File: src/rtl/agm_pkg.sv
// ============================================================================
// agm_pkg: shared types and constants for the audio glitch monitor
// Field widths, register indexes, enable bit positions, reset values and the
// control bundles passed between the monitor's submodules.
// ============================================================================
`default_nettype none

package agm_pkg;

    localparam int CH_W       = 3;   // channel field
    localparam int VAL_W      = 26;  // signed Q3.22 sample
    localparam int MAG_W      = 25;  // saturated magnitude
    localparam int RATIO_W    = 16;  // Q8.8 level ratio
    localparam int RATIO_FRAC = 8;
    localparam int POWER_W    = 50;  // Q6.44 dropout power
    localparam int MASK_W     = 6;
    localparam int CFG_IDX_W  = 3;
    localparam int CFG_DATA_W = 50;

    localparam logic [MAG_W-1:0] VAL_MAX   = '1;
    localparam logic [MAG_W-1:0] MAG_RESET = 25'd42;

    // enable_mask bit positions
    localparam int EN_JUMP   = 0;
    localparam int EN_NONFIN = 1;
    localparam int EN_DC     = 2;
    localparam int EN_CLIP   = 3;
    localparam int EN_LEVEL  = 4;
    localparam int EN_DROP   = 5;

    typedef enum logic [CFG_IDX_W-1:0] {
        REG_ENABLE  = 3'd0,
        REG_JUMP    = 3'd1,
        REG_CLIP    = 3'd2,
        REG_DC      = 3'd3,
        REG_LEVEL   = 3'd4,
        REG_DROPOUT = 3'd5
    } cfg_reg_t;

    typedef struct packed {
        logic [MASK_W-1:0]  enable_mask;
        logic [MAG_W-1:0]   jump_limit;
        logic [MAG_W-1:0]   clip_limit;
        logic [MAG_W-1:0]   dc_limit;
        logic [RATIO_W-1:0] level_ratio;
        logic [POWER_W-1:0] dropout_power;
    } cfg_t;

    localparam cfg_t CFG_RESET = '{
        enable_mask:   6'd63,
        jump_limit:    25'd2097152,
        clip_limit:    25'd4194304,
        dc_limit:      25'd41943,
        level_ratio:   16'd25600,
        dropout_power: 50'd17592186
    };

    typedef struct packed {
        logic clear;
        logic write_sample;
        logic write_mag;
    } hist_ctl_t;

    typedef struct packed {
        logic accumulate;
        logic close;
    } acc_ctl_t;

endpackage

`default_nettype wire

File: src/rtl/agm_f2q.sv
// ============================================================================
// agm_f2q: IEEE single to saturated signed fixed point
// Classifies NaN and infinity from the exponent and converts a finite word
// to a magnitude truncated toward zero and saturated, plus its signed value.
// ============================================================================
`default_nettype none

module agm_f2q #(
    parameter int FRAC_BITS = 22
) (
    input  wire logic [31:0]                       sample_bits,
    output logic signed [agm_pkg::VAL_W-1:0]       value,
    output logic [agm_pkg::MAG_W-1:0]              mag,
    output logic                                   is_nan,
    output logic                                   is_inf
);

    localparam logic signed [9:0] SH_OFS = 10'(FRAC_BITS - 150);

    logic [7:0]        expo;
    logic [22:0]       frac;
    logic [23:0]       sig;
    logic [7:0]        eff_e;
    logic signed [9:0] sh;
    logic [9:0]        rsh;
    logic [48:0]       lsh;
    logic [23:0]       rshv;

    always_comb
    begin
        expo  = sample_bits[30:23];
        frac  = sample_bits[22:0];
        sig   = {(expo != 8'd0), frac};
        eff_e = (expo == 8'd0) ? 8'd1 : expo;
        sh    = $signed({2'b00, eff_e}) + SH_OFS;
        rsh   = $unsigned(-sh);
        lsh   = {25'd0, sig} << sh[4:0];
        rshv  = sig >> rsh[4:0];

        if (sig == '0)
            mag = '0;
        else if (sh >= 10'sd26)
            mag = agm_pkg::VAL_MAX;
        else if (sh >= 10'sd0)
            mag = (lsh > 49'(agm_pkg::VAL_MAX)) ? agm_pkg::VAL_MAX : lsh[agm_pkg::MAG_W-1:0];
        else if (rsh >= 10'd24)
            mag = '0;
        else
            mag = agm_pkg::MAG_W'(rshv);

        value  = sample_bits[31] ? -$signed({1'b0, mag}) : $signed({1'b0, mag});
        is_nan = (expo == 8'hFF) && (frac != '0);
        is_inf = (expo == 8'hFF) && (frac == '0);
    end

endmodule

`default_nettype wire

File: config.mk
export PLATFORM = sky130hd
export DESIGN_NAME = agm_f2q
export DESIGN_NICKNAME = d
export VERILOG_FILES = /design/src/rtl/agm_pkg.sv /design/src/rtl/agm_f2q.sv
export SDC_FILE = /design/constraint.sdc
export NUM_CORES = 1
export LEC_CHECK = 0
export ABC_AREA = 1
export ABC_CLOCK_PERIOD_IN_PS = 3800
export BUFFER_PORTS_ARGS = -buffer_cell sky130_fd_sc_hd__buf_2
export CORE_ASPECT_RATIO = 0.75
export CORE_MARGIN = 1
export CORE_UTILIZATION = 40
export DETAILED_ROUTE_END_ITERATION = 8
export PLACE_DENSITY_LB_ADDON = 0.15
export SYNTH_ARGS = -nofsm -noshare
export SYNTH_HDL_FRONTEND = slang
export SYNTH_SLANG_ARGS = --single-unit
export TNS_END_PERCENT = 1
File: constraint.sdc
create_clock -name vclk -period 3.8
set_clock_uncertainty 0.1 [all_clocks]
set_input_delay 0.38 -clock vclk [all_inputs]
set_output_delay 0.38 -clock vclk [all_outputs]
set_load 0.005 [all_outputs]
# Yosys cells after proc, flatten, opt, wreduce, memory -nomap -nowiden
# Index checks and enable logic that the tools add are counted.
# word_totals
reg_bits,0
latchBits,0
mem_bits_rw,0
rom_bits,0
output_inout_bits,53
wordCells,24
n_memories,0
# classes
n_addsub,3
mul,0
div,0
order_cmp,4
n_eq_ne,1
shifts,2
n_mux,7
n_bitwise,0
n_reduce_logical,7
# ops
op,n
$mux W25,4
$gt A49 B25 Y1 const B,1
$shl A24 B5 Y49,1
$mux W26,1
$neg A25 Y26,1
$logic_not A24 Y1,1
$mux W24,1
$shr A24 B5 Y24,1
$logic_not A23 Y1,1
$reduce_bool A23 Y1,1
$add A9 B8 Y10 const B,1
$ge A10 B1 Y1 const B,1
$ge A10 B5 Y1 const B,1
$ge A10 B6 Y1 const B,1
$neg A10 Y10,1
$eq A8 B8 Y1 const B,1
$logic_not A8 Y1,1
$mux W8,1
$reduce_bool A8 Y1,1
$logic_and A1 B1 Y1,2

# Depth between registers and ports, before layout
# depth
word_depth,11
depth_mapped,32
depth_no_buf,29

# Least setup slack after synthesis
# Ideal clock, no wire load.
# synth_path
kind,input to output
start,input sample_bits[26]
end,output value[16] (netlist bit)
arrival_ps,3649
slack_ps,-329
cell_stages,25
path_buffers,4
path_cell_list,buf_2 nor2_4 nand2_2 o21ai_4 buf_4 inv_1 ha_1 clkbuf_1 clkbuf_1 nor2_1 a31oi_1 nand2_1 o21ai_0 nand2_1 a21oi_1 o21ai_0 inv_1 nand2_1 inv_1 ha_1 nand3_2 nor2_4 nand2_1 nand2_2 xor2_1
# synth_between
elab_chain_len,11
elab_cells_between_ends,19
classes_between,add/sub (3); order compare (4); shift (2); mux (7); reduce/logical (3)
# synth_rtl
element,line_no,source
start: declaration,agm_f2q.sv:11,"input wire logic [31:0] sample_bits,"
$logic_not A8 Y1,agm_f2q.sv:34,eff_e = (expo == 8'd0) ? 8'd1 : expo;
$mux W8,agm_f2q.sv:34,
$add A9 B8 Y10,agm_f2q.sv:35,"sh = $signed({2'b00, eff_e}) + SH_OFS;"
$shl A24 B5 Y49 or $neg A10 Y10 (tied branches),"agm_f2q.sv:37, agm_f2q.sv:36",
$gt A49 B25 Y1 (tied with other cells),agm_f2q.sv:45,mag = (lsh > 49'(agm_pkg::VAL_MAX)) ? agm_pkg::VAL_MAX : lsh[agm_pkg::MAG_W-1:0];
$mux W25 or $mux W24 (tied branches),"agm_f2q.sv:45, agm_f2q.sv:46",
$mux W25,agm_f2q.sv:44,else if (sh >= 10'sd0)
$mux W25,agm_f2q.sv:42,else if (sh >= 10'sd26)
$mux W25 (*),agm_f2q.sv:40,if (sig == '0)
"named net mag, one bit",agm_f2q.sv:13,"output logic [agm_pkg::MAG_W-1:0] mag,"
$neg A25 Y26 (*),agm_f2q.sv:51,"value = sample_bits[31] ? -$signed({1'b0, mag}) : $signed({1'b0, mag});"
$mux W26 (*),agm_f2q.sv:51,
end: declaration,agm_f2q.sv:12,"output logic signed [agm_pkg::VAL_W-1:0] value,"
# The timed path passes the listed nets; every way through them passes the cells marked *.

# Worst setup path in the final report
# layout_path
start,input sample_bits[29]
end,output value[16] (netlist bit)
# layout_between
elab_chain_len,11
elab_cells_between_ends,19
classes_between,add/sub (3); order compare (4); shift (2); mux (7); reduce/logical (3)
# layout_rtl
element,line_no
$logic_not A8 Y1,agm_f2q.sv:34
$mux W8,agm_f2q.sv:34
$add A9 B8 Y10,agm_f2q.sv:35
$shl A24 B5 Y49 or $neg A10 Y10 (tied branches),"agm_f2q.sv:37, agm_f2q.sv:36"
$gt A49 B25 Y1 (tied with other cells),agm_f2q.sv:45
$mux W25 or $mux W24 (tied branches),"agm_f2q.sv:45, agm_f2q.sv:46"
$mux W25,agm_f2q.sv:44
$mux W25,agm_f2q.sv:42
$mux W25 (*),agm_f2q.sv:40
$neg A25 Y26,agm_f2q.sv:51
$mux W26 (*),agm_f2q.sv:51
# Mark *: on every way between the ends. The rest lies on a longest branch, timed or not.

==> results.json <==
{
  "status": "finished with violations",
  "violations": "negative setup slack",
  "syn_area_mm2": 0.00447,
  "vias": 7769,
  "core_mm2": 0.0109,
  "row_count": 33,
  "path_class": "in2out",
  "cp.required_ns": 3.32,
  "grtUsageTotal_pct": 36.6,
  "clock_buffers": 0,
  "vdd_drop_max_mv": 0.115,
  "die_w_um": 124,
  "synth_cell_types": 42,
  "grt_pass1_vias": 6435,
  "syn_nets": 960,
  "cp-start-kind": "input port",
  "port-buffer-count": 85,
  "boundaryPins": 85,
  "finalNetCount": 1239,
  "dr.pass1.iters": 7,
  "synth_top_area_cell": "nand2_1",
  "synth.most_common_cell": "nand2_1",
  "arrival_ns": 3.88,
  "finalCritPeriodShare_pct": 115,
  "post_drt_wl_per_cell_um": 17.2,
  "relSlewSlack_pct": 60.6,
  "hp-class": "in2out",
  "synth.area.top_cells": "nand2_1 (27%), nand3_1 (24%), inv_1 (6.1%)",
  "final_antenna_net_count": 0,
  "die_area_mm2": 0.0116,
  "grt_max_degree": 38,
  "synth_top_area_share_pct": 27.0,
  "crit_start": "sample_bits[29]",
  "setup-violations-final": 27,
  "antenna_found_initial": 0,
  "worst_slack_ns": -0.558,
  "fmaxAchievable_ghz": 0.229,
  "cp-endpoint": "value[16]",
  "areaGrowthSynthToFinish_pct": 74.5,
  "ys_seq_area_share_pct": 0,
  "vias_per_cell": 5.78,
  "hold_buffers": 0,
  "end_kind": "primary output",
  "fp.dieH_um": 93.5,
  "holdWs_ns": 1.06,
  "seqCellArea_um2": 0,
  "gr-total-overflow": 0,
  "seq_cells": 0,
  "grt_pass1_wl_um": 33300,
  "drt_wl_total_um": 23100,
  "powerDensity_mw_per_mm2": 143,
  "avgSynthCellArea_um2": 4.83,
  "maxSlewViolCount": 0,
  "max-cap-violations": 0,
  "netlist_top_cells_count": "nand2_1 (321), nand3_1 (218), inv_1 (73), nor2_1 (52), o21ai_0 (46)",
  "syn-instance-count": 926,
  "drive_above_1_share_pct": 45.7,
  "hold_viol": 0,
  "hpwl_um": 16300,
  "antenna_cells": 0,
  "period_needed_ns": 4.36,
  "dp_slack_ns": -0.635,
  "tightest_slew_ns": 0.589,
  "worstHoldStart": "sample_bits[18]",
  "drc": 0,
  "yosysWarnings": 0,
  "leakage_nw": 4.02,
  "slowest_stage": "a21oi_4",
  "drt_iter0_markers": 1240,
  "worstPathMaxFanout": 6,
  "start_util_pct": 41.0,
  "gp_congestion": 1.02,
  "rsz0062_at_grt": "true",
  "max_stage_delay_ns": 0.27,
  "crit_top_cell": "nand2_2"
}
power breakdown:
group	leakage [nW]	total, mW	internal (mW)	switching, mW
sequential	0	0	0	0
clock	0	0	0	0
combinational	4.02	1.12	0.486	0.631
what timing repair did:
item / in CTS / in global routing
gates resized for setup: 134 / 113
endpoints found under the setup margin: 29 / 28
setup buffers: 26 / 6
pin swaps: 44 / 47
gates cloned: 4 / 3
cell usage in the layout (no fill, tap or decap), types with 2 or more instances in the layout:
| cell | netlist | final |
|---|---|---|
| ha_4 | 0 | 2 |
| nand3_1 | 218 | 144 |
| xor2_1 | 9 | 9 |
| o211ai_1 | 17 | 17 |
| buf_12 | 0 | 9 |
| buf_8 | 1 | 3 |
| nand4_1 | 28 | 28 |
| nand2_2 | 13 | 49 |
| a21oi_1 | 11 | 10 |
| nor2_4 | 4 | 13 |
| inv_1 | 73 | 66 |
| a31oi_1 | 9 | 8 |
| o21ai_0 | 46 | 33 |
| o21ai_2 | 0 | 4 |
| inv_2 | 4 | 9 |
| xnor2_1 | 2 | 2 |
| nand3_4 | 1 | 11 |
| mux2i_1 | 6 | 6 |
| clkinv_1 | 2 | 2 |
| nor2_2 | 6 | 18 |
| nand3_2 | 4 | 68 |
| nor3_1 | 4 | 4 |
| nand2_8 | 0 | 3 |
| buf_16 | 0 | 3 |
| a21oi_4 | 1 | 2 |
| nand3b_1 | 3 | 3 |
| nor2_1 | 52 | 32 |
| nand2_4 | 1 | 17 |
| nor4_1 | 7 | 7 |
| nand2_1 | 321 | 267 |
| nand4_4 | 0 | 3 |
| buf_6 | 5 | 15 |
| o21ai_1 | 1 | 10 |
| buf_4 | 7 | 227 |
| a21oi_2 | 6 | 6 |
| buf_2 | 21 | 81 |
worst min path at each step:
stage | to | slack, ns | cells past startpoint
after floorplan | is_inf | 0.81 | 3
after global routing | is_inf | 1.09 | 5
final | is_inf | 1.06 | 5
after CTS | is_inf | 1.05 | 5
after global placement | is_inf | 1.05 | 5
after detailed placement | is_inf | 1.05 | 5
cell families after synthesis:
| family | after synthesis | synth area share, % |
|---|---|---|
| buffers and inverters | 142 | 14.2 |
| XOR/XNOR | 11 | 2.16 |
| AO/OA/AOI/OAI | 97 | 13.4 |
| AND/OR/NAND/NOR | 668 | 68.3 |
| adder cells (fa/ha/maj) | 2 | 0.560 |
| multiplexers | 6 | 1.34 |
per-layer routing:
layer,up-vias,GRT usage (%),routed length [µm]
met5,-,0,0
met4,0,5.65,644
met3,77,7.01,2700
met2,505,53.0,9560
met1,3513,55.3,10200
li1,3674,-,-
worst max-delay path, delay by kind of cell:
| family | cells | cell delay (ns) |
|---|---|---|
| adders and majority gates | 1 | 0.19 |
| AOI/OAI and AO/OA | 2 | 0.53 |
| xor gates and xnor gates | 1 | 0.16 |
| and+or+nand+nor | 17 | 2.10 |
| buffers and inverters | 4 | 0.52 |
layout make-up:
type / instances / area [µm²]
Fill cell: 945 / 3110
Inverter: 79 / 304
Multi-Input combinational cell: 786 / 4730
Tap cell: 140 / 175
Timing Repair Buffer: 338 / 2590
metrics by stage:
| stage | cell area (µm²) | setup TNS (ns) | util (%) | std cells | power [mW] |
|---|---|---|---|---|---|
| final | 7790 | -11.44 | 71.5 | 1343 | 1.12 |
| after global placement | 6470 | -11.91 | 59.3 | 1304 | 0.888 |
| after detailed placement | 6470 | -13.28 | 59.3 | 1304 | 0.888 |
| after CTS | 7240 | -4.62 | 66.4 | 1334 | 0.998 |
| after global routing | 7790 | -14.09 | 71.5 | 1343 | 1.20 |
| after floorplan | 4530 | 0 | - | 926 | 0.485 |
(Power assumes the default switching activity.)
