## src/rtl/agm_pkg.sv

```systemverilog
// ============================================================================
// agm_pkg: shared types and constants for the audio glitch monitor
// Field widths, register indexes, enable bit positions, reset values and the
// control bundles passed between the monitor's submodules.
// ============================================================================
`default_nettype none

package agm_pkg;

    localparam int CH_W       = 3;   // channel field
    localparam int VAL_W      = 26;  // signed Q3.22 sample
    localparam int MAG_W      = 25;  // saturated magnitude
    localparam int RATIO_W    = 16;  // Q8.8 level ratio
    localparam int RATIO_FRAC = 8;
    localparam int POWER_W    = 50;  // Q6.44 dropout power
    localparam int MASK_W     = 6;
    localparam int CFG_IDX_W  = 3;
    localparam int CFG_DATA_W = 50;

    localparam logic [MAG_W-1:0] VAL_MAX   = '1;
    localparam logic [MAG_W-1:0] MAG_RESET = 25'd42;

    // enable_mask bit positions
    localparam int EN_JUMP   = 0;
    localparam int EN_NONFIN = 1;
    localparam int EN_DC     = 2;
    localparam int EN_CLIP   = 3;
    localparam int EN_LEVEL  = 4;
    localparam int EN_DROP   = 5;

    typedef enum logic [CFG_IDX_W-1:0] {
        REG_ENABLE  = 3'd0,
        REG_JUMP    = 3'd1,
        REG_CLIP    = 3'd2,
        REG_DC      = 3'd3,
        REG_LEVEL   = 3'd4,
        REG_DROPOUT = 3'd5
    } cfg_reg_t;

    typedef struct packed {
        logic [MASK_W-1:0]  enable_mask;
        logic [MAG_W-1:0]   jump_limit;
        logic [MAG_W-1:0]   clip_limit;
        logic [MAG_W-1:0]   dc_limit;
        logic [RATIO_W-1:0] level_ratio;
        logic [POWER_W-1:0] dropout_power;
    } cfg_t;

    localparam cfg_t CFG_RESET = '{
        enable_mask:   6'd63,
        jump_limit:    25'd2097152,
        clip_limit:    25'd4194304,
        dc_limit:      25'd41943,
        level_ratio:   16'd25600,
        dropout_power: 50'd17592186
    };

    typedef struct packed {
        logic clear;
        logic write_sample;
        logic write_mag;
    } hist_ctl_t;

    typedef struct packed {
        logic accumulate;
        logic close;
    } acc_ctl_t;

endpackage

`default_nettype wire

```

## src/rtl/agm_hist.sv

```systemverilog
// ============================================================================
// agm_hist: per-channel sample history
// Holds the previous sample and previous magnitude of each channel, returns
// the entry of the addressed channel and updates it as an item passes.
// ============================================================================
`default_nettype none

module agm_hist #(
    parameter int DEPTH = 8
) (
    input  wire logic                                clk,
    input  wire logic                                rst_n,
    input  wire logic                                wr_en,
    input  wire agm_pkg::hist_ctl_t                  ctl,
    input  wire logic [agm_pkg::CH_W-1:0]            channel,
    input  wire logic signed [agm_pkg::VAL_W-1:0]    wr_value,
    input  wire logic [agm_pkg::MAG_W-1:0]           wr_mag,
    output logic signed [agm_pkg::VAL_W-1:0]         prev_value,
    output logic [agm_pkg::MAG_W-1:0]                prev_mag
);

    localparam int IDX_W = (DEPTH > 1) ? $clog2(DEPTH) : 1;

    logic [IDX_W-1:0]                 idx;
    logic signed [agm_pkg::VAL_W-1:0] sample_reg [DEPTH];
    logic [agm_pkg::MAG_W-1:0]        mag_reg    [DEPTH];

    assign idx        = IDX_W'(channel);
    assign prev_value = sample_reg[idx];
    assign prev_mag   = mag_reg[idx];

    always_ff @(posedge clk or negedge rst_n)
    begin
        if (!rst_n)
        begin
            for (int i = 0; i < DEPTH; i++)
            begin
                sample_reg[i] <= '0;
                mag_reg[i]    <= agm_pkg::MAG_RESET;
            end
        end
        else if (wr_en)
        begin
            if (ctl.clear)
            begin
                for (int i = 0; i < DEPTH; i++)
                begin
                    sample_reg[i] <= '0;
                    mag_reg[i]    <= agm_pkg::MAG_RESET;
                end
            end
            else
            begin
                if (ctl.write_sample)
                    sample_reg[idx] <= wr_value;
                if (ctl.write_mag)
                    mag_reg[idx] <= wr_mag;
            end
        end
    end

endmodule

`default_nettype wire

```

## config.mk

```make
export PLATFORM = sky130hd
export DESIGN_NAME = agm_hist
export DESIGN_NICKNAME = d
export VERILOG_FILES = /design/src/rtl/agm_pkg.sv /design/src/rtl/agm_hist.sv
export SDC_FILE = /design/constraint.sdc
export NUM_CORES = 1
export LEC_CHECK = 0
export BUFFER_PORTS_ARGS = -buffer_cell sky130_fd_sc_hd__buf_2
export CORE_MARGIN = 2
export CORE_UTILIZATION = 40
export CTS_BUF_LIST = sky130_fd_sc_hd__clkbuf_2 sky130_fd_sc_hd__clkbuf_4 sky130_fd_sc_hd__clkbuf_8
export DETAILED_ROUTE_END_ITERATION = 8
export PLACE_DENSITY = 0.57
export SLEW_MARGIN = 25
export SYNTH_ARGS = -nofsm -noshare
export SYNTH_HDL_FRONTEND = slang
export SYNTH_SLANG_ARGS = --single-unit
```

## constraint.sdc

```tcl
create_clock -name clk -period 1.5 [get_ports clk]
set_input_delay 0.075 -clock clk [delete_from_list [all_inputs] [get_ports clk]]
set_output_delay 0.075 -clock clk [all_outputs]
set_load 0.1 [all_outputs]
```

Yosys cells after proc, flatten, opt, wreduce, memory -nomap -nowiden

Cells that the tools add are included.

Word-level logic and storage cells: 40
Bits in registers: 408

Multiplexer cells: 16
Reduce and logical (&&, ||, !) cells: 5
Bitwise logic cells: 1
$lt $le $gt $ge: 2

Operators with widths:

| kind                                                | count |
|---|---|
| 2-to-1 mux 208 bit                                  | 2 |
| 2-to-1 mux 200 bit                                  | 2 |
| bitwise mux 208 bit                                 | 1 |
| bitwise mux 200 bit                                 | 1 |
| binary-select mux 26 bit (select 3 bit)             | 1 |
| demux 26 bit (select 3 bit)                         | 1 |
| 2-to-1 mux 26 bit                                   | 3 |
| binary-select mux 25 bit (select 3 bit)             | 1 |
| demux 25 bit (select 3 bit)                         | 1 |
| 2-to-1 mux 25 bit                                   | 3 |
| >= comparator 4 bit (second input constant)         | 1 |
| < comparator 4 x 1 -> 1 bit (second input constant) | 1 |
| inverter 3 -> 4 bit                                 | 1 |
| AND reduction 2 bit                                 | 2 |
| nonzero test 2 bit                                  | 2 |
| logical AND 1 bit                                   | 1 |

Longest topological paths before layout

Gate-level depths: netlist of the first run.

Depth in word-level cells: 8
Mapped depth: 7
Depth with buffers taken out: 3

Worst setup path before layout of the first run

Ideal clock, no wire load.

Path type: input port to output port
Start point: in channel[1] (netlist bit)
End point: out prev_mag[23] (netlist bit)
Setup slack: -126 ps
Arrival: 1551 ps
Cell stages on the path: 6
Cell sequence: buf_4 > buf_2 > buf_2 > mux2i_1 > o32ai_1 > a21o_1

Word-level cells in the longest chain between the ends: 4

Ends and longest elaborated chain:

| element                                              | line           | source |
|---|---|---|
| start, declared                                      | agm_hist.sv:15 | `input wire logic [agm_pkg::CH_W-1:0] channel,` |
| inverter 3 -> 4 bit (implied by the code)            | agm_hist.sv:30 | `assign prev_mag = mag_reg[idx];` |
| binary-select mux 25 bit (select 3 bit)              | agm_hist.sv:30 |  |
| 2-to-1 mux 25 bit (implied by the code) (2 in a row) | agm_hist.sv:30 |  |
| end, declared                                        | agm_hist.sv:19 | `output logic [agm_pkg::MAG_W-1:0] prev_mag` |

Every way passes these cells. The select of a mux whose other input is x is not followed.

Worst setup path in the final report of the first run

Start point: reg mag_reg[149] (netlist bit)
End point: out prev_mag[24] (netlist bit)

Word-level cells in the longest chain between the ends: 3

Ends and longest elaborated chain:

| element                                              | line           | source |
|---|---|---|
| start, declared                                      | agm_hist.sv:26 | `logic [agm_pkg::MAG_W-1:0] mag_reg [DEPTH];` |
| start signal, assigned by index                      | agm_hist.sv:39 | `mag_reg[i] <= agm_pkg::MAG_RESET;` |
| start signal, assigned by index                      | agm_hist.sv:49 | `mag_reg[i] <= agm_pkg::MAG_RESET;` |
| start signal, assigned by index                      | agm_hist.sv:57 | `mag_reg[idx] <= wr_mag;` |
| binary-select mux 25 bit (select 3 bit)              | agm_hist.sv:30 |  |
| 2-to-1 mux 25 bit (implied by the code) (2 in a row) | agm_hist.sv:30 |  |

Every way passes these cells. The select of a mux whose other input is x is not followed.

==> reports/qor_table.md, run 1 <==
| Parameter | Reported | Unit |
|---|---|---|
| Fin Clk Skew | 0 | ns |
| Kind of critical path | flip-flop to primary output | - |
| Number of global-route vias before repair | 14200 | - |
| Cell type group with the largest total delay on the critical path | multiplexers | - |
| Number of enable-type register cells in the synthesized netlist | 0 | - |
| Fraction of layout instances using a drive strength above 1 | 0.433 | - |
| Clock Pin Slew Worst Setup and Hold Paths | 0.07 | ns |
| Max Slew Vio Count | 0 | - |
| Synthesis-to-layout area growth | 33.5 | % |
| Htree depth | 3 | - |
| Post-synthesis cell type with the largest combined area | dfrtp_1 | - |
| Worst stage delay on the critical path | 0.46 | ns |
| Top library cells by usage in the layout, fill and taps aside | dfrtp_1 (384), o2bb2ai_1 (240), buf_4 (157), a32o_1 (144), buf_12 (111) | - |
| Fill cell count | 3680 | - |
| Buffer cell driving the clock tree root | clkbuf_8 | - |
| Violations in the final reports | negative setup slack | - |
| Core area | 0.0452 | mm2 |
| Per-instance average area after synthesis | 15.1 | um2 |
| Post-synthesis net count | 1268 | - |
| Crit path max-delay cell type | mux4_2 | - |
| Global-route wire length before repair | 86800 | um |
| Per-cell via count in the routed design | 6.19 | - |
| Max reg flops | 208 | - |
| Worst slew pin tran | 0.389 | ns |
| Number of antenna violations at the first check in global routing | 3 | - |
| Synthesized netlist cell count | 1208 | - |
| Fraction of post-synthesis cell area in the top cell type by area | 0.527 | - |
| Total power | 26400 | uW |
| Worst path cell trace | mux4_2 > mux2_4 > buf_12 | - |
| Post-detailed-route wirelength per cell | 25.9 | um |
| Data required, critical path | 1.42 | ns |
| Clock latency of the later-clocked register in the worst-skew pair | 0.62 | ns |
| Portion of the post-synthesis area used by sequential elements | 0.562 | - |
| Outcome | complete, but fails checks | - |
| Die W | 217 | um |
| Proportion of register bits with asynchronous set or reset after synthesis | 1.00 | - |
| Global router's overall resource usage | 0.241 | - |
| Final Setup Violations | 51 | - |
| Number of placed I/O pins | 111 | - |
| Number of library cell types mapped by synthesis | 34 | - |
| Worst VDD drop | 0.699 | mV |
| Share of the core filled with cells | 0.538 | - |
| Detailed-routing iteration count for the pre-antenna-repair pass | 5 | - |
| RePlAce Congestion | 0.783 | - |
| Primary flip-flop cell chosen by synthesis mapping | dfrtp_1 | - |
| Number of buffers inserted by port buffering | 110 | - |
| Total number of vias | 13500 | - |
| CTS tree | yes | - |
| RSZ-0062 raised after global routing | yes | - |
| Clock sink count | 408 | - |
| Leading cell type in the layout, fill and taps excluded | dfrtp_1 | - |
| Final WL | 56300 | um |
| CP Max Fanout | 2 | - |
| Ant diodes | 0 | - |
| Max frequency | 0.483 | GHz |
| Classification of the worst-slack hold path | input port to flip-flop | - |
| Row count | 78 | - |
| Net count reported at finish | 1580 | - |
| Combined buffer and inverter count along the critical path | 1 | - |
| Count of state elements after synthesis | 408 | - |
| Type of element capturing the critical path | primary output | - |
| Max transition margin | 0.741 | - |
| Aggregate global routing overflow | 0 | - |
| Warnings from Yosys | 0 | - |
| Maximum number of pins on one net before global-route repair | 71 | - |
| Buffer levels on the longest clock path | 3 | - |
| Initial drt markers | 1104 | - |
| Cell types occupying the most area after synthesis | dfrtp_1 (53%), mux4_2 (12%), o2bb2ai_1 (12%) | - |
| Final period util | 1.38 | - |
| Total Die Area | 0.0473 | mm2 |
| Worst setup slack after layout | -0.569 | ns |
| CTS Buf Count | 70 | - |
| Min Tclk post-route | 2.07 | ns |
| Leakage power figure | 0.0105 | uW |
| Syn Std Cell Area | 0.0182 | mm2 |
| Initial Utilization | 0.403 | - |
| Die Y | 217 | um |
| Number of nets with antenna violations after routing | 0 | - |
| Estimated wirelength of the detail-placed design | 33700 | um |
| Cell Pwr Density | 1090 | mW/mm2 |
| Critical path launch point type | flip-flop | - |
| Number of remaining DRC errors | 0 | - |
| Worst EP arrival | 1.99 | ns |
| Max capacitance violation total | 0 | - |
| Number of hold-slack violations in the final timing report | 0 | - |
==> timing repair <==
item / 4_1_cts / 5_1_grt
resized for setup: 239 / 5
endpoints found under the setup margin: 51 / 51
pin swaps: 1 / 3
hold buffers: 53 / 0
endpoints found under the hold margin: 792 / 0
buffers inserted: 33 / 41
==> worst min-delay path, delay by kind of cell <==
family                 cells  cell delay (ns)
muxes                      1             0.17
buffers and inverters      2             0.33
AOI/OAI and AO/OA          1             0.13
==> layout make-up <==
cell class / count / area [um2] / share of cell area
repair buffers: 377 / 4230 / 0.174
inverters: 3 / 11.3 / 0.000463
clock inverters: 11 / 116 / 0.00478
well taps: 600 / 751 / 0.0309
clock buffers: 115 / 1470 / 0.0604
multi-input cells: 660 / 7510 / 0.309
flip-flops and latches: 408 / 10200 / 0.421
==> stage by stage <==
stage | setup TNS (ns) | std cells | cell area [um2] | hold slack, ns | worst slack [ns]
after floorplan | -4.55 | 1208 | 18300 | -0.221 | -0.114
after global placement | -34.98 | 1921 | 20700 | 0.0233 | -0.331
after detailed placement | -37.10 | 1921 | 20700 | 0.0206 | -0.316
after CTS | -28.94 | 2133 | 24000 | 0.0703 | -0.617
after global routing | -29.92 | 2174 | 24300 | 0.111 | -0.621
final | -26.72 | 2174 | 24300 | 0.112 | -0.569
==> layer usage <==
metal | GRT usage | part of all wire
met5 | 0 | 0.00069
met1 | 0.332 | 0.43
met3 | 0.0473 | 0.056
met2 | 0.382 | 0.48
met4 | 0.0836 | 0.029
==> cells by family after synthesis <==
family,Yosys count,share of synthesized area
buffers and inverters,140,0.0386
multiplexers,176,0.170
AND/OR/NAND/NOR,79,0.0242
AO/OA/AOI/OAI,405,0.205
flip-flops,408,0.562
==> power by group <==
| group | switching, uW | internal, uW | leakage (uW) |
|---|---|---|---|
| sequential | 191 | 11400 | 0.00558 |
| clock | 4680 | 6540 | 0.000833 |
| combinational | 2050 | 1530 | 0.00412 |
==> Yosys cell counts, types with 3 or more instances <==
cell type,instances
dfrtp_1,384
o2bb2ai_1,240
a32o_1,144
mux4_2,100
buf_2,81
mux2_2,74
nand2_1,51
clkbuf_1,39
dfstp_2,24
o21ai_2,12
buf_4,8
and4b_1,6
buf_6,6
and4bb_2,4
inv_1,3
or2_2,3
==> path summary, 6_finish.rpt <==
| check | end | start | cells past startpoint | slack, ns |
|---|---|---|---|---|
| setup / recovery | prev_mag[24] | mag_reg[149] | 3 | -0.57 |
| setup reg to reg | mag_reg[91] | mag_reg[91] | 3 | 0.53 |
| hold reg to reg | mag_reg[47] | mag_reg[47] | 1 | 0.49 |
| max in group asynchronous | mag_reg[76] | rst_n | 3 | 0.87 |
| hold / removal | mag_reg[78] | wr_en | 4 | 0.11 |
| min in group asynchronous | sample_reg[31] | rst_n | 3 | 0.15 |
Power figures use the tool's default switching activity.
==> inputs of run 2 (changes only) <==
==> constraint.sdc (replaced) <==
create_clock -name clk -period 1.5 [get_ports clk]
set_input_delay 0.3 -clock clk [delete_from_list [all_inputs] [get_ports clk]]
set_output_delay 0.3 -clock clk [all_outputs]
set_load 0.1 [all_outputs]
==> reports/qor_table.md, run 2 (synthesis results as in run 1) <==
| Parameter | Reported | Unit | vs previous |
|---|---|---|---|
| Worst slew pin tran | 0.466 | ns | +0.0768 ns |
| Ant diodes | 0 | - | unchanged |
| Violations in the final reports | negative setup slack | - |  |
| Worst path cell trace | mux4_2 > mux2_4 > buf_12 | - |  |
| Aggregate global routing overflow | 0 | - | unchanged |
| Leading cell type in the layout, fill and taps excluded | dfrtp_1 | - |  |
| Max Slew Vio Count | 0 | - | unchanged |
| Clock latency of the later-clocked register in the worst-skew pair | 0.63 | ns | about the same |
| Total area of multi-input combinational cells | 0.00752 | mm2 | about the same |
| Worst VDD drop | 0.777 | mV | +11% |
| Maximum number of pins on one net before global-route repair | 61 | - | -14% |
| Die Y | 217 | um | unchanged |
| Final period util | 1.52 | - | +0.142 |
| Crit path max-delay cell type | mux4_2 | - |  |
| Worst EP arrival | 1.98 | ns | about the same |
| Post-layout instance area | 0.0247 | mm2 | +1.6% |
| Number of remaining DRC errors | 0 | - | unchanged |
| Estimated wirelength of the detail-placed design | 32400 | um | -4.0% |
| Number of global-route vias before repair | 14300 | - | +0.70% |
| CP Max Fanout | 2 | - | unchanged |
| Critical path launch point type | flip-flop | - |  |
| Number of nets with antenna violations after routing | 0 | - | unchanged |
| CTS tree | yes | - |  |
| Type of element capturing the critical path | primary output | - |  |
| Cell Pwr Density | 1060 | mW/mm2 | -2.5% |
| Combined buffer and inverter count along the critical path | 1 | - | unchanged |
| Data required, critical path | 1.20 | ns | -0.22 ns |
| Clock sink count | 408 | - | unchanged |
| Post-DP Area | 0.0216 | mm2 | +4.1% |
| Final Instance Count excl. Fillers | 2245 | - | +3.3% |
| Number of hold-slack violations in the final timing report | 0 | - | unchanged |
| Fill cell count | 3699 | - | +0.52% |
| Detailed-routing iteration count for the pre-antenna-repair pass | 5 | - | unchanged |
| Leakage power figure | 0.0109 | uW | +3.3% |
| Storage cell area | 0.0102 | mm2 | unchanged |
| RSZ-0062 raised after global routing | yes | - |  |
| Initial drt markers | 1006 | - | -8.9% |
| Worst stage delay on the critical path | 0.46 | ns | about the same |
| Sum of negative setup slack | -37.90 | ns | -11.18 ns |
| Clock Pin Slew Worst Setup and Hold Paths | 0.06 | ns | about the same |
| Per-cell via count in the routed design | 5.90 | - | -4.6% |
| Top library cells by usage in the layout, fill and taps aside | dfrtp_1 (384), buf_4 (245), o2bb2ai_1 (240), a32o_1 (144), buf_12 (101) | - |  |
| Final WL | 55000 | um | -2.3% |
| Total power | 26200 | uW | -0.96% |
| Number of placed I/O pins | 111 | - | unchanged |
| Max transition margin | 0.690 | - | -0.0512 |
| Row count | 78 | - | unchanged |
| Max capacitance violation total | 0 | - | unchanged |
| Fin Clk Skew | 0 | ns | unchanged |
| Kind of critical path | flip-flop to primary output | - |  |
| Fraction of layout instances using a drive strength above 1 | 0.459 | - | +0.0263 |
| Classification of the worst-slack hold path | input port to flip-flop | - |  |
| Outcome | complete, but fails checks | - |  |
| Post-detailed-route wirelength per cell | 24.5 | um | -5.4% |
| Total number of vias | 13300 | - | -1.5% |
| Minimum setup slack after placement | -0.765 | ns | -0.449 ns |
| Number of buffers inserted by port buffering | 110 | - | unchanged |
| CTS Buf Count | 71 | - | +1.4% |
| Worst setup slack after layout | -0.782 | ns | -0.213 ns |
| Buffer levels on the longest clock path | 3 | - | unchanged |
| Synthesis-to-layout area growth | 35.5 | % |  |
| Global-route wire length before repair | 86300 | um | -0.59% |
| Core area | 0.0452 | mm2 | unchanged |
| Placed Cells | 2028 | - | +5.6% |
| Number of antenna violations at the first check in global routing | 0 | - | -3 |
| Buffer cell driving the clock tree root | clkbuf_8 | - |  |
| Htree depth | 3 | - | unchanged |
| Initial Utilization | 0.403 | - | unchanged |
| Final Setup Violations | 51 | - | unchanged |
| Global router's overall resource usage | 0.239 | - | -0.00192 |
| Die W | 217 | um | unchanged |
| Max reg flops | 208 | - | unchanged |
| RePlAce Congestion | 0.775 | - | -0.93% |
| Min Tclk post-route | 2.28 | ns | +0.213 ns |
| Max frequency | 0.438 | GHz | -9.3% |
| Net count reported at finish | 1656 | - | +4.8% |
| Total Die Area | 0.0473 | mm2 | unchanged |
| Cell type group with the largest total delay on the critical path | multiplexers | - |  |
-- run 2: what timing repair did --
action                                 in CTS  in global routing
endpoints found under the hold margin     457                  0
hold buffers                               49                  0
resized for setup                         201                  3
pin swaps                                   1                  1
setup endpoints to repair                  51                 51
setup buffers                              18                 28
-- run 2: final timing paths --
path	slack, ns	to	depth (start not counted)	from
worst min register to register	0.48	mag_reg[52]	1	mag_reg[52]
min in group asynchronous	0.15	sample_reg[80]	2	rst_n
worst min-delay path	0.12	mag_reg[3]	3	wr_mag[3]
worst max register to register	0.43	mag_reg[124]	4	mag_reg[124]
worst max-delay path	-0.78	prev_mag[24]	3	mag_reg[124]
max in group asynchronous	0.66	mag_reg[156]	4	rst_n
-- run 2: per-layer routing --
metal	up-vias	share of wire	global-route usage
li1	5730	-	-
met1	7005	0.43	0.320
met3	126	0.050	0.0477
met4	0	0.030	0.0836
met5	-	0	0
met2	389	0.49	0.389
-- run 2: per-stage QoR --
| stage | hold WS, ns | util |
|---|---|---|
| final | 0.115 | 0.547 |
| after global placement | 0.201 | 0.478 |
| after global routing | 0.102 | 0.547 |
| after detailed placement | 0.202 | 0.478 |
| after CTS | 0.0658 | 0.542 |
| after floorplan | 0.00441 | - |
-- run 2: where the power goes --
part	internal, uW	switching (uW)	total, uW
sequential	11400	182	11600
combinational	1530	2030	3560
clock	6360	4640	11000
-- run 2: final cells by class --
type / instances / area share
Clock buffer: 105 / 0.0539
Tap cell: 600 / 0.0304
Sequential cell: 408 / 0.414
Clock inverter: 17 / 0.00790
Multi-Input combinational cell: 660 / 0.304
Timing Repair Buffer: 452 / 0.188
Inverter: 3 / 0.000456
-- run 2: worst reg2reg max path: cells and delay by family, from the launching register on --
family          cells  cell delay, ns
compound gates      1            0.21
buf+inv             3            0.38
flops               1            0.38
==> inputs of run 3 (changes only) <==
--- a/config.mk
+++ b/config.mk
@@ -10,6 +10,7 @@
 export CORE_UTILIZATION = 40
 export CTS_BUF_LIST = sky130_fd_sc_hd__clkbuf_2 sky130_fd_sc_hd__clkbuf_4 sky130_fd_sc_hd__clkbuf_8
 export DETAILED_ROUTE_END_ITERATION = 8
+export GPL_TIMING_DRIVEN = 0
 export PLACE_DENSITY = 0.57
 export SLEW_MARGIN = 25
 export SYNTH_ARGS = -nofsm -noshare
==> reports/qor_table.md, run 3 (synthesis results as in run 1) <==
| Parameter | Reported | Unit | vs previous |
|---|---|---|---|
| Outcome | complete, but fails checks | - |  |
| Violations in the final reports | negative hold slack, negative setup slack | - |  |
| Final period util | 1.53 | - | +0.0110 |
| Die W | 217 | um | unchanged |
| Total Die Area | 0.0473 | mm2 | unchanged |
| Worst setup slack after layout | -0.799 | ns | -0.0165 ns |
| Max reg flops | 208 | - | unchanged |
| CTS tree | yes | - |  |
| Worst EP arrival | 2.00 | ns | +0.02 ns |
| Fill cell count | 3869 | - | +4.6% |
| Min Tclk post-route | 2.30 | ns | +0.0165 ns |
| Buffer levels on the longest clock path | 3 | - | unchanged |
| Fraction of layout instances using a drive strength above 1 | 0.397 | - | -0.0617 |
| RSZ-0062 raised after global routing | yes | - |  |
| Cell Pwr Density | 1100 | mW/mm2 | +3.7% |
| Number of placed I/O pins | 111 | - | unchanged |
| Count of hold buffers inserted by post-cts repair | 48 | - | -2.0% |
| Max frequency | 0.435 | GHz | -0.72% |
| Top library cells by usage in the layout, fill and taps aside | dfrtp_1 (384), o2bb2ai_1 (240), a32o_1 (144), buf_2 (122), mux4_2 (100) | - |  |
| Global route hottest layer | met2 | - |  |
| Global-route met3 utilization | 0.0545 | - | +0.00683 |
| Number of antenna violations at the first check in global routing | 3 | - | +3 |
| Net count reported at finish | 1553 | - | -6.2% |
| Detailed-routing iteration count for the pre-antenna-repair pass | 5 | - | unchanged |
| CP Max Fanout | 2 | - | unchanged |
| Kind of critical path | flip-flop to primary output | - |  |
| Final Setup Violations | 51 | - | unchanged |
| Final WL | 57200 | um | +4.0% |
| Placed Cells | 1919 | - | -5.4% |
| Global-route wire length before repair | 87500 | um | +1.4% |
| Total area of multi-input combinational cells | 0.00750 | mm2 | -0.33% |
| Worst stage delay on the critical path | 0.50 | ns | +0.04 ns |
| GR Util met2 | 0.397 | - | +0.00828 |
| RePlAce Congestion | 0.800 | - | +3.1% |
| Estimated wirelength of the detail-placed design | 36700 | um | +13% |
| Htree depth | 3 | - | unchanged |
| Leakage power figure | 0.00990 | uW | -9.0% |
| Critical path launch point type | flip-flop | - |  |
| Total number of vias | 13200 | - | -0.67% |
| Initial Utilization | 0.403 | - | unchanged |
| Combined buffer and inverter count along the critical path | 1 | - | unchanged |
| Worst path cell trace | mux4_2 > mux2_4 > buf_12 | - |  |
| Data required, critical path | 1.20 | ns | about the same |
| Buffer cell driving the clock tree root | clkbuf_8 | - |  |
| Post-detailed-route wirelength per cell | 26.7 | um | +9.1% |
| Crit path max-delay cell type | mux4_2 | - |  |
| Sum of negative setup slack | -38.65 | ns | -0.758 ns |
| CTS Buf Count | 71 | - | unchanged |
| Classification of the worst-slack hold path | input port to asynchronous set/reset pin | - |  |
| Clock Pin Slew Worst Setup and Hold Paths | 0.06 | ns | about the same |
| Max transition margin | 0.460 | - | -0.230 |
| Initial drt markers | 1155 | - | +15% |
| Number of buffers inserted by port buffering | 107 | - | -2.7% |
| Number of nets with antenna violations after routing | 0 | - | unchanged |
| Global router's overall resource usage | 0.247 | - | +0.00831 |
| Worst VDD drop | 0.719 | mV | -7.5% |
| Maximum number of pins on one net before global-route repair | 94 | - | +54% |
| Share of the core filled with cells | 0.510 | - | -0.0370 |
| Storage cell area | 0.0102 | mm2 | unchanged |
| Final Instance Count excl. Fillers | 2140 | - | -4.7% |
| Clock latency of the later-clocked register in the worst-skew pair | 0.64 | ns | about the same |
| Met1 Resource Use GR | 0.331 | - | +0.0112 |
| Row count | 78 | - | unchanged |
| Hold slack final | -0.391 | ns | -0.507 ns |
| Synthesis-to-layout area growth | 26.4 | % |  |
| Fin Clk Skew | 0 | ns | unchanged |
| Max capacitance violation total | 0 | - | unchanged |
| Number of hold-slack violations in the final timing report | 54 | - | +54 |
| Cell type group with the largest total delay on the critical path | multiplexers | - |  |
| Core area | 0.0452 | mm2 | unchanged |
| Per-cell via count in the routed design | 6.15 | - | +4.2% |
| Max Slew Vio Count | 0 | - | unchanged |
| Worst slew pin tran | 0.810 | ns | +0.345 ns |
| Number of remaining DRC errors | 0 | - | unchanged |
| Die Y | 217 | um | unchanged |
| Number of global-route vias before repair | 14100 | - | -0.77% |
| Type of element capturing the critical path | primary output | - |  |
| Aggregate global routing overflow | 0 | - | unchanged |
| Leading cell type in the layout, fill and taps excluded | dfrtp_1 | - |  |
| Clock sink count | 408 | - | unchanged |
==> run 3: changes by cell type in the layout (fill, tap and decap cells not counted), sizes merged <==
cell,change
buf,-143
clkbuf,+42
diode,+2
bufinv,-4
clkinv,-1
dlygate4sd3,-1
==> run 3: worst paths after layout <==
path	cells after the start	startpoint	end	slack, ns
max in group asynchronous	3	rst_n	mag_reg[103]	0.57
worst min register to register	1	mag_reg[39]	mag_reg[39]	0.48
min in group clk	3	wr_en	mag_reg[99]	0.18
worst min-delay path	1	rst_n	sample_reg[192]	-0.39
worst max register to register	3	mag_reg[118]	mag_reg[118]	0.57
worst max-delay path	3	sample_reg[126]	prev_value[22]	-0.80
==> run 3: power by group <==
group / total (uW) / switching (uW) / leakage (uW) / internal (uW)
combinational: 3270 / 2020 / 0.00356 / 1250
sequential: 11600 / 182 / 0.00558 / 11400
clock: 10400 / 4580 / 0.000760 / 5830
total: 25300 / 6780 / 0.00990 / 18500
==> run 3: area by class of cell <==
| type | instances | area share |
|---|---|---|
| clock inverter | 12 | 0.00304 |
| tap | 600 | 0.0326 |
| sequential | 408 | 0.445 |
| buffer | 137 | 0.0340 |
| timing repair buffer | 212 | 0.0998 |
| antenna | 2 | 0.000217 |
| clock buffer | 106 | 0.0598 |
| multi-input combinational | 660 | 0.325 |
| inverter | 3 | 0.000489 |
==> run 3: what timing repair did <==
item,CTS,global route
gates resized for setup,212,8
setup buffers,27,26
endpoints found under the setup margin,51,76
cloned,0,0
pin swaps,1,1
endpoints found under the hold margin,198,54
==> run 3: per-stage QoR <==
step	setup WS, ns	total power [uW]	instance area (um2)
2_1_floorplan	-0.356	13600	18500
3_3_place_gp	-7.90	14600	19800
3_5_place_dp	-0.939	14700	19900
4_1_cts	-0.846	25500	22800
5_1_grt	-0.845	26200	23000
6_report	-0.799	25300	23000
==> run 3: worst register-to-register path: stages (launching register included) <==
cell and delay (ns):
dfrtp_1 0.37, buf_4 0.13, buf_4 0.12, a32o_1 0.20
==> run 3: metal layers <==
layer  wire length (um)  part of all wire
met1              24000              0.42
met2              27700              0.48
met3               3650             0.064
met4               1800             0.031
met5                 22           0.00038
